$ cat config.mk
export PLATFORM = sky130hd
export DESIGN_NAME = arp_cache_and_responder
export DESIGN_NICKNAME = d
export VERILOG_FILES = /design/src/rtl/core/arpc_pkg.sv /design/src/rtl/core/arpc_cell.sv /design/src/rtl/core/arpc_ctrl.sv /design/src/rtl/core/arp_cache_and_responder.sv
export SDC_FILE = /design/constraint.sdc
export NUM_CORES = 2
export LEC_CHECK = 0
export ABC_AREA = 1
export BUFFER_PORTS_ARGS = -buffer_cell sky130_fd_sc_hd__buf_4
export CORE_UTILIZATION = 65
export DETAILED_ROUTE_END_ITERATION = 8
export HOLD_SLACK_MARGIN = 0.05
export PLACE_DENSITY_LB_ADDON = 0.12
export SLEW_MARGIN = 20
export SYNTH_ARGS = -nofsm -noshare
export SYNTH_HDL_FRONTEND = slang
export SYNTH_SLANG_ARGS = --single-unit
$ cat constraint.sdc
create_clock -name clk -period 10.47 [get_ports clk]
set_input_delay 2.094 -clock clk [delete_from_list [all_inputs] [get_ports clk]]
set_output_delay 2.094 -clock clk [all_outputs]
set_load 0.005 [all_outputs]
$ cat src/rtl/core/arpc_pkg.sv
// ----------------------------------------------------------------------------
// arpc_pkg
// Shared types and constants for the ARP cache and responder: opcodes,
// register indexes, header check values and the token that walks the cells.
// ----------------------------------------------------------------------------
package arpc_pkg;

    localparam int TABLE_ENTRIES_DEF = 16;
    localparam int MAC_W             = 48;
    localparam int IP_W              = 32;
    localparam int CFG_W             = 48;

    // item opcodes
    localparam logic [1:0] OP_RX      = 2'd0;
    localparam logic [1:0] OP_LOOKUP  = 2'd1;
    localparam logic [1:0] OP_RESOLVE = 2'd2;

    // configuration register indexes
    localparam logic REG_OUR_MAC = 1'b0;
    localparam logic REG_OUR_IP  = 1'b1;

    // ARP header checks
    localparam logic [10:0] MIN_ARP_LEN    = 11'd28;
    localparam logic [15:0] HTYPE_ETHERNET = 16'h0001;
    localparam logic [15:0] PTYPE_IPV4     = 16'h0800;
    localparam logic [15:0] OPER_REQUEST   = 16'h0001;

    typedef enum logic [1:0] {
        TOK_NONE,
        TOK_LEARN,
        TOK_LOOKUP
    } arpc_kind_t;

    typedef enum logic {
        ST_IDLE,
        ST_SWEEP
    } arpc_state_t;

    // token handed from cell to cell; mac carries the learned address on the
    // way in and the found address on the way out of a lookup
    typedef struct packed {
        logic              valid;
        arpc_kind_t        kind;
        logic              found;
        logic [IP_W-1:0]   ip;
        logic [MAC_W-1:0]  mac;
    } arpc_tok_t;

endpackage

$ cat src/rtl/core/arpc_cell.sv
// ----------------------------------------------------------------------------
// arpc_cell
// One table entry. Checks the passing token against its entry, learns or
// answers, and registers the token on to the next cell.
// ----------------------------------------------------------------------------
module arpc_cell
    import arpc_pkg::*;
(
    input  logic      clk,
    input  logic      rst_n,
    input  arpc_tok_t tok_in,
    output arpc_tok_t tok_out
);

    logic             valid_reg, valid_next;
    logic [IP_W-1:0]  ip_reg, ip_next;
    logic [MAC_W-1:0] mac_reg, mac_next;
    arpc_tok_t        tok_reg, tok_next;
    logic             tok_vld_reg;
    logic             match;

    always_comb
    begin
        match      = valid_reg && (ip_reg == tok_in.ip);
        valid_next = valid_reg;
        ip_next    = ip_reg;
        mac_next   = mac_reg;
        tok_next   = tok_in;
        if (tok_in.valid && !tok_in.found)
        begin
            unique case (tok_in.kind)
                TOK_LEARN:
                begin
                    if (match)
                    begin
                        mac_next       = tok_in.mac;
                        tok_next.found = 1'b1;
                    end
                    else if (!valid_reg)
                    begin
                        // valid entries form a prefix, so this is the lowest free slot
                        valid_next     = 1'b1;
                        ip_next        = tok_in.ip;
                        mac_next       = tok_in.mac;
                        tok_next.found = 1'b1;
                    end
                end
                TOK_LOOKUP:
                begin
                    if (match)
                    begin
                        tok_next.found = 1'b1;
                        tok_next.mac   = mac_reg;
                    end
                end
                default:
                begin
                end
            endcase
        end
    end

    always_ff @(posedge clk or negedge rst_n)
    begin
        if (!rst_n)
        begin
            valid_reg   <= 1'b0;
            tok_vld_reg <= 1'b0;
        end
        else
        begin
            valid_reg   <= valid_next;
            tok_vld_reg <= tok_next.valid;
        end
    end

    always_ff @(posedge clk)
    begin
        ip_reg  <= ip_next;
        mac_reg <= mac_next;
        tok_reg <= tok_next;
    end

    always_comb
    begin
        tok_out       = tok_reg;
        tok_out.valid = tok_vld_reg;
    end

endmodule

$ cat src/rtl/core/arpc_ctrl.sv
// ----------------------------------------------------------------------------
// arpc_ctrl
// Command sequencer: checks the item, launches a token into the cell chain,
// waits for it at the tail and forms the result.
// ----------------------------------------------------------------------------
module arpc_ctrl
    import arpc_pkg::*;
(
    input  logic             clk,
    input  logic             rst_n,
    input  logic             start,
    output logic             busy,
    output logic             done,
    input  logic [1:0]       opcode,
    input  logic [10:0]      packet_len,
    input  logic [15:0]      hw_type,
    input  logic [15:0]      proto_type,
    input  logic [15:0]      operation,
    input  logic [MAC_W-1:0] sender_mac,
    input  logic [IP_W-1:0]  sender_ip,
    input  logic [IP_W-1:0]  tgt_ip,
    input  logic [IP_W-1:0]  query_ip,
    input  logic [IP_W-1:0]  our_ip,
    output arpc_tok_t        head,
    input  arpc_tok_t        tail,
    output logic             accepted,
    output logic             reply_valid,
    output logic [MAC_W-1:0] reply_dest_mac,
    output logic [IP_W-1:0]  reply_target_ip,
    output logic             hit,
    output logic [MAC_W-1:0] found_mac,
    output logic             request_valid,
    output logic [IP_W-1:0]  request_target_ip
);

    arpc_state_t      state_reg, state_next;
    arpc_tok_t        head_reg, head_next;
    logic             head_vld_reg;
    logic             take;
    logic             pkt_ok;

    // item held while the token sweeps
    logic             acc_reg, acc_next;
    logic             rep_reg, rep_next;
    logic             res_reg, res_next;
    logic [MAC_W-1:0] smac_reg;
    logic [IP_W-1:0]  sip_reg;
    logic [IP_W-1:0]  qip_reg;

    // result
    logic             done_reg, done_next;
    logic             accepted_reg, accepted_next;
    logic             reply_valid_reg, reply_valid_next;
    logic [MAC_W-1:0] reply_dest_mac_reg, reply_dest_mac_next;
    logic [IP_W-1:0]  reply_target_ip_reg, reply_target_ip_next;
    logic             hit_reg, hit_next;
    logic [MAC_W-1:0] found_mac_reg, found_mac_next;
    logic             request_valid_reg, request_valid_next;
    logic [IP_W-1:0]  request_target_ip_reg, request_target_ip_next;

    always_comb
    begin
        take   = start && (state_reg == ST_IDLE);
        pkt_ok = (packet_len >= MIN_ARP_LEN) && (hw_type == HTYPE_ETHERNET)
                 && (proto_type == PTYPE_IPV4);

        state_next = state_reg;
        unique case (state_reg)
            ST_IDLE:  if (start) state_next = ST_SWEEP;
            ST_SWEEP: if (tail.valid) state_next = ST_IDLE;
            default:  state_next = ST_IDLE;
        endcase

        head_next       = head_reg;
        head_next.valid = take;
        acc_next        = acc_reg;
        rep_next        = rep_reg;
        res_next        = res_reg;
        if (take)
        begin
            head_next.found = 1'b0;
            head_next.mac   = sender_mac;
            head_next.ip    = query_ip;
            head_next.kind  = TOK_NONE;
            acc_next        = 1'b0;
            rep_next        = 1'b0;
            res_next        = 1'b0;
            unique case (opcode)
                OP_RX:
                begin
                    head_next.ip = sender_ip;
                    if (pkt_ok)
                    begin
                        head_next.kind = TOK_LEARN;
                        acc_next       = 1'b1;
                        rep_next       = (operation == OPER_REQUEST) && (tgt_ip == our_ip);
                    end
                end
                OP_LOOKUP:  head_next.kind = TOK_LOOKUP;
                OP_RESOLVE:
                begin
                    head_next.kind = TOK_LOOKUP;
                    res_next       = 1'b1;
                end
                default:
                begin
                end
            endcase
        end

        done_next              = tail.valid && (state_reg == ST_SWEEP);
        accepted_next          = acc_reg;
        reply_valid_next       = rep_reg;
        reply_dest_mac_next    = rep_reg ? smac_reg : '0;
        reply_target_ip_next   = rep_reg ? sip_reg : '0;
        hit_next               = tail.found && (tail.kind == TOK_LOOKUP);
        found_mac_next         = hit_next ? tail.mac : '0;
        request_valid_next     = res_reg && !tail.found;
        request_target_ip_next = request_valid_next ? qip_reg : '0;
    end

    always_ff @(posedge clk or negedge rst_n)
    begin
        if (!rst_n)
        begin
            state_reg    <= ST_IDLE;
            head_vld_reg <= 1'b0;
            done_reg     <= 1'b0;
        end
        else
        begin
            state_reg    <= state_next;
            head_vld_reg <= head_next.valid;
            done_reg     <= done_next;
        end
    end

    always_ff @(posedge clk)
    begin
        head_reg <= head_next;
        acc_reg  <= acc_next;
        rep_reg  <= rep_next;
        res_reg  <= res_next;
        if (take)
        begin
            smac_reg <= sender_mac;
            sip_reg  <= sender_ip;
            qip_reg  <= query_ip;
        end
        if (done_next)
        begin
            accepted_reg          <= accepted_next;
            reply_valid_reg       <= reply_valid_next;
            reply_dest_mac_reg    <= reply_dest_mac_next;
            reply_target_ip_reg   <= reply_target_ip_next;
            hit_reg               <= hit_next;
            found_mac_reg         <= found_mac_next;
            request_valid_reg     <= request_valid_next;
            request_target_ip_reg <= request_target_ip_next;
        end
    end

    always_comb
    begin
        head       = head_reg;
        head.valid = head_vld_reg;
    end

    assign busy              = (state_reg != ST_IDLE);
    assign done              = done_reg;
    assign accepted          = accepted_reg;
    assign reply_valid       = reply_valid_reg;
    assign reply_dest_mac    = reply_dest_mac_reg;
    assign reply_target_ip   = reply_target_ip_reg;
    assign hit               = hit_reg;
    assign found_mac         = found_mac_reg;
    assign request_valid     = request_valid_reg;
    assign request_target_ip = request_target_ip_reg;

endmodule

$ cat src/rtl/core/arp_cache_and_responder.sv
// ----------------------------------------------------------------------------
// arp_cache_and_responder
// IPv4-to-MAC cache with ARP request responder, one entry per cell.
// ----------------------------------------------------------------------------
//  channel   | ports                                   | handshake
//  ----------+-----------------------------------------+------------------------
//  command   | opcode .. query_ip                      | start && !busy
//  result    | accepted .. request_target_ip           | done, one cycle, no stall
//  config    | cfg_we, cfg_addr, cfg_data              | cfg_we, no wait
//
//  The token walks the cell chain one cell per clock, one item in flight at a
//  time; busy stays high while it sweeps, and done follows its arrival at the
//  tail.
//  Reset clears all entry valid bits at once; no clearing pass is needed.
//  The result receiver cannot stall: done marks a one-cycle result, and the
//  result ports hold their value until the next done.
// ----------------------------------------------------------------------------
module arp_cache_and_responder
    import arpc_pkg::*;
#(
    parameter int TABLE_ENTRIES = TABLE_ENTRIES_DEF
)
(
    input  logic             clk,
    input  logic             rst_n,
    // command
    input  logic             start,
    output logic             busy,
    input  logic [1:0]       opcode,
    input  logic [10:0]      packet_len,
    input  logic [15:0]      hw_type,
    input  logic [15:0]      proto_type,
    input  logic [15:0]      operation,
    input  logic [MAC_W-1:0] sender_mac,
    input  logic [IP_W-1:0]  sender_ip,
    input  logic [IP_W-1:0]  tgt_ip,
    input  logic [IP_W-1:0]  query_ip,
    // configuration
    input  logic             cfg_we,
    input  logic             cfg_addr,
    input  logic [CFG_W-1:0] cfg_data,
    // result
    output logic             done,
    output logic             accepted,
    output logic             reply_valid,
    output logic [MAC_W-1:0] reply_dest_mac,
    output logic [IP_W-1:0]  reply_target_ip,
    output logic             hit,
    output logic [MAC_W-1:0] found_mac,
    output logic             request_valid,
    output logic [IP_W-1:0]  request_target_ip
);

    // Only our_ip affects any result; the reply's sender MAC is filled in by
    // the frame builder, so writes to the our_mac index are taken and dropped.
    logic [IP_W-1:0] our_ip_reg, our_ip_next;

    always_comb
    begin
        our_ip_next = our_ip_reg;
        if (cfg_we && (cfg_addr == REG_OUR_IP))
        begin
            our_ip_next = cfg_data[IP_W-1:0];
        end
    end

    always_ff @(posedge clk or negedge rst_n)
    begin
        if (!rst_n)
        begin
            our_ip_reg <= '0;
        end
        else
        begin
            our_ip_reg <= our_ip_next;
        end
    end

    // link[i] feeds cell i; link[TABLE_ENTRIES] is the tail back to control
    arpc_tok_t link [TABLE_ENTRIES+1];

    arpc_ctrl u_ctrl (
        .clk               (clk),
        .rst_n             (rst_n),
        .start             (start),
        .busy              (busy),
        .done              (done),
        .opcode            (opcode),
        .packet_len        (packet_len),
        .hw_type           (hw_type),
        .proto_type        (proto_type),
        .operation         (operation),
        .sender_mac        (sender_mac),
        .sender_ip         (sender_ip),
        .tgt_ip            (tgt_ip),
        .query_ip          (query_ip),
        .our_ip            (our_ip_reg),
        .head              (link[0]),
        .tail              (link[TABLE_ENTRIES]),
        .accepted          (accepted),
        .reply_valid       (reply_valid),
        .reply_dest_mac    (reply_dest_mac),
        .reply_target_ip   (reply_target_ip),
        .hit               (hit),
        .found_mac         (found_mac),
        .request_valid     (request_valid),
        .request_target_ip (request_target_ip)
    );

    // Entries fill from cell 0 upward and are never freed, so the first
    // free cell the token meets is the lowest free slot, and an IP sits in
    // at most one valid cell.
    for (genvar i = 0; i < TABLE_ENTRIES; i++)
    begin : g_cell
        arpc_cell u_cell (
            .clk     (clk),
            .rst_n   (rst_n),
            .tok_in  (link[i]),
            .tok_out (link[i+1])
        );
    end

endmodule

==> results.md <==
* Status: finished clean
* Initial Util at 0.6564
* Post-synth EDFFs at 1,593
* Clk Latency, worst-skew pair at approximately 880 ps
* Synth top area share at 0.4848
* Detailed-route wire length at 149,900 um
* Fill cells at between 9,000 and 10,000
* Post-synth cell types at 33
* Worst Path Required at 8380 ps
* Max Fclk at 273.4 MHz
* Post-synthesis sequential area ratio at 0.7648
* Mux cell area share after synthesis at 0.006734
* Count leader, synth: nand2_1
* Largest cells by area after synthesis: edfxtp_1, dfxtp_1, nand2_1
* Buffers & Inverters on Critical Path at 1
* Max reg flops at 1,296
* Critical path arrival at 1560 ps
* Max FO, Critical Path at 1
* Iter 0 DRT Violations at 2,654
* Post-CTS Setup Repair Bufs at 0
* Synth Area in Simple Gates at 0.1456
* Final GP Congestion at 0.8230
* Final Hold Viols at 0
* CTS tree: done
* Skew final at 41.75 ps
* HP Class: flip-flop to flip-flop
* Cts hold-fix bufs at 0
* Syn Std Cell Area at 98,660 um^2
* GRT Total Usage at 0.1999
* Main combinational cell family by area after synthesis: simple AND/OR/NAND/NOR gates
* CTS resizes at 0
* DP HPWL at around 99,000 um
* RSZ-0062 raised after global routing: false
* Die W at 391.6 um
* Setup crit start kind: flip-flop
* Pwr dens at around 200 nW/um^2
* Syn avg cell area at 13.17 um^2
* Max-slew violations at 0
* Area grow syn2layout at 14.36%
* CTS root buffer: clkbuf_16
* Ys flop type: edfxtp_1
* Maximum VDD drop at 0.1949 mV
* Synth top cells by count: nand2_1, edfxtp_1, dfxtp_1
* Slew margin rel. at 0.2921
* Die ar. at 153,400 um^2
* Die H at 391.6 um
* Gr ovfl total at 0
* Setup total negative slack at 0 ps
* Worst Tran Pin Value at 1059 ps
* FFs w/ async S/R, synth at 0.02267
* Initial antenna violation count at 4
* Worst Setup End Kind: output port
* Clk sink count at 2,956
* Vias in the first global route at between 50,000 and 60,000
* Layout cell share with drive strength beyond 1 at 0.1303
* H-tree Lvls at 5
* First drt pass iteration count at 6
* CP max stage cell: edfxtp_1
* Max-Cap Viols at 0
* Vias per cell at just over 5
* Gate Count Post-Synth at about 7,500
* CP top delay family: flip-flops
* Area leader, netlist: edfxtp_1
* CTS max path bufs at 4
* Cells along the critical path: buf_4
* Critical path type: flip-flop to output port
* Lkg Pwr at 44.55 nW
* Max incr delay on CP at 510 ps
* DRT antenna net count at 0
* Number of synthesis warnings at 0
* Nets at 8,236
* Total CTS buffers at 293
* CTS clk-pin slew, worst paths at 60 ps
* Hold_ws at about 360 ps
* Post-Synth Adder-Cell Area at 0.004312
* Global-route wire length before repair at 252,100 um
* Placeable Area at 150,300 um^2
* Period utilisation layout at 0.3493
* Multi-input gate area at around 21,000 um^2
* Remaining DRCs at 0
* Vias at a little over 50,000
* Core Rows at 142
* # port buffers at 405
* Syn Nets at slightly below 8,000
* # setup viols final at 0
* DR WL/cell at ~15 um
* I/O pin count at 424
* Xor/xnor share of the synthesized area at 0.04572
* Register Area at 75,460 um^2
* Synth Register Bits at between 2,000 and 3,000
* Largest net degree at the start of global routing at 89
* Synth Area in Compound Gates at 0.002612
* Post-layout minimum cycle time at 3657 ps
where the power goes:
group | switching (mW) | total [mW] | internal, mW
Combinational | 0.0588 | 0.155 | 0.0959
Clock | 3.97 | 9.88 | 5.91
Sequential | 0.0146 | 12.1 | 12.1
layout by cell type, fill, tap and decap left out, types with 36 or more instances in the layout:
master / Yosys / final
nand2_1: 2114 / 2113
edfxtp_1: 1593 / 1593
dfxtp_1: 1296 / 1296
nand4_1: 776 / 776
xnor2_1: 510 / 510
buf_4: 34 / 497
clkbuf_16: 0 / 304
inv_1: 302 / 300
nor2_1: 251 / 234
clkbuf_1: 115 / 69
dfrtp_1: 67 / 67
mux2_2: 59 / 59
clkinv_2: 0 / 59
nand3_1: 36 / 36
layer usage:
metal | vias up | share of wire | global-route usage
met1 | 24180 | 0.40 | 0.2326
met5 | - | 0 | 0
li1 | 26480 | - | -
met2 | 1044 | 0.52 | 0.3569
met3 | 285 | 0.054 | 0.04862
met4 | 0 | 0.029 | 0.07373
cell families (layout without fill, tap and decap cells):
| group | Yosys count | in the layout |
|---|---|---|
| DFF | 2956 | 2956 |
| AOI/OAI and AO/OA | 42 | 42 |
| adders and majority gates | 34 | 34 |
| xor gates and xnor gates | 515 | 515 |
| and+or+nand+nor | 3239 | 3239 |
| buffers and inverters | 646 | 1312 |
| muxes | 59 | 59 |
| other | 0 | 2 |
path summary, 6_finish.rpt:
kind,from,to,slack (ps),cells past startpoint
worst max-delay path,u_ctrl.reply_target_ip[27],reply_target_ip[27],6810,1
worst min-delay path,g_cell[13].u_cell.tok_out[51],g_cell[14].u_cell.tok_out[51],360,0
worst max register to register,g_cell[9].u_cell.ip_reg[19],g_cell[9].u_cell.mac_reg[46],7450,8
worst min register to register,g_cell[13].u_cell.tok_out[51],g_cell[14].u_cell.tok_out[51],360,0
max in group asynchronous,rst_n,our_ip_reg[22],8210,2
min in group asynchronous,rst_n,g_cell[15].u_cell.valid_reg,1110,1
metrics by stage:
| step | instance area, um^2 | cells | setup WS [ps] | power (mW) | util |
|---|---|---|---|---|---|
| after floorplan | 98660 | 7491 | 4933 | 12.44 | - |
| after global placement | 103500 | 9660 | 6063 | 12.54 | 0.6887 |
| after CTS | 112700 | 10170 | 6750 | 22.42 | 0.7500 |
| final | 112800 | 10180 | 6813 | 22.18 | 0.7507 |
| after global routing | 112800 | 10170 | 6771 | 22.88 | 0.7507 |
| after detailed placement | 103500 | 9660 | 6025 | 12.54 | 0.6887 |
cell type report:
class,count,share of cell area
inverters,302,0.01014
clock buffers,400,0.07301
well taps,2016,0.02236
diodes,2,0.00004436
multi-input cells,3889,0.1831
flip-flops and latches,2956,0.6688
repair buffers,502,0.03395
clock inverters,108,0.008649
Note: power is estimated with default switching activity, not from simulation.
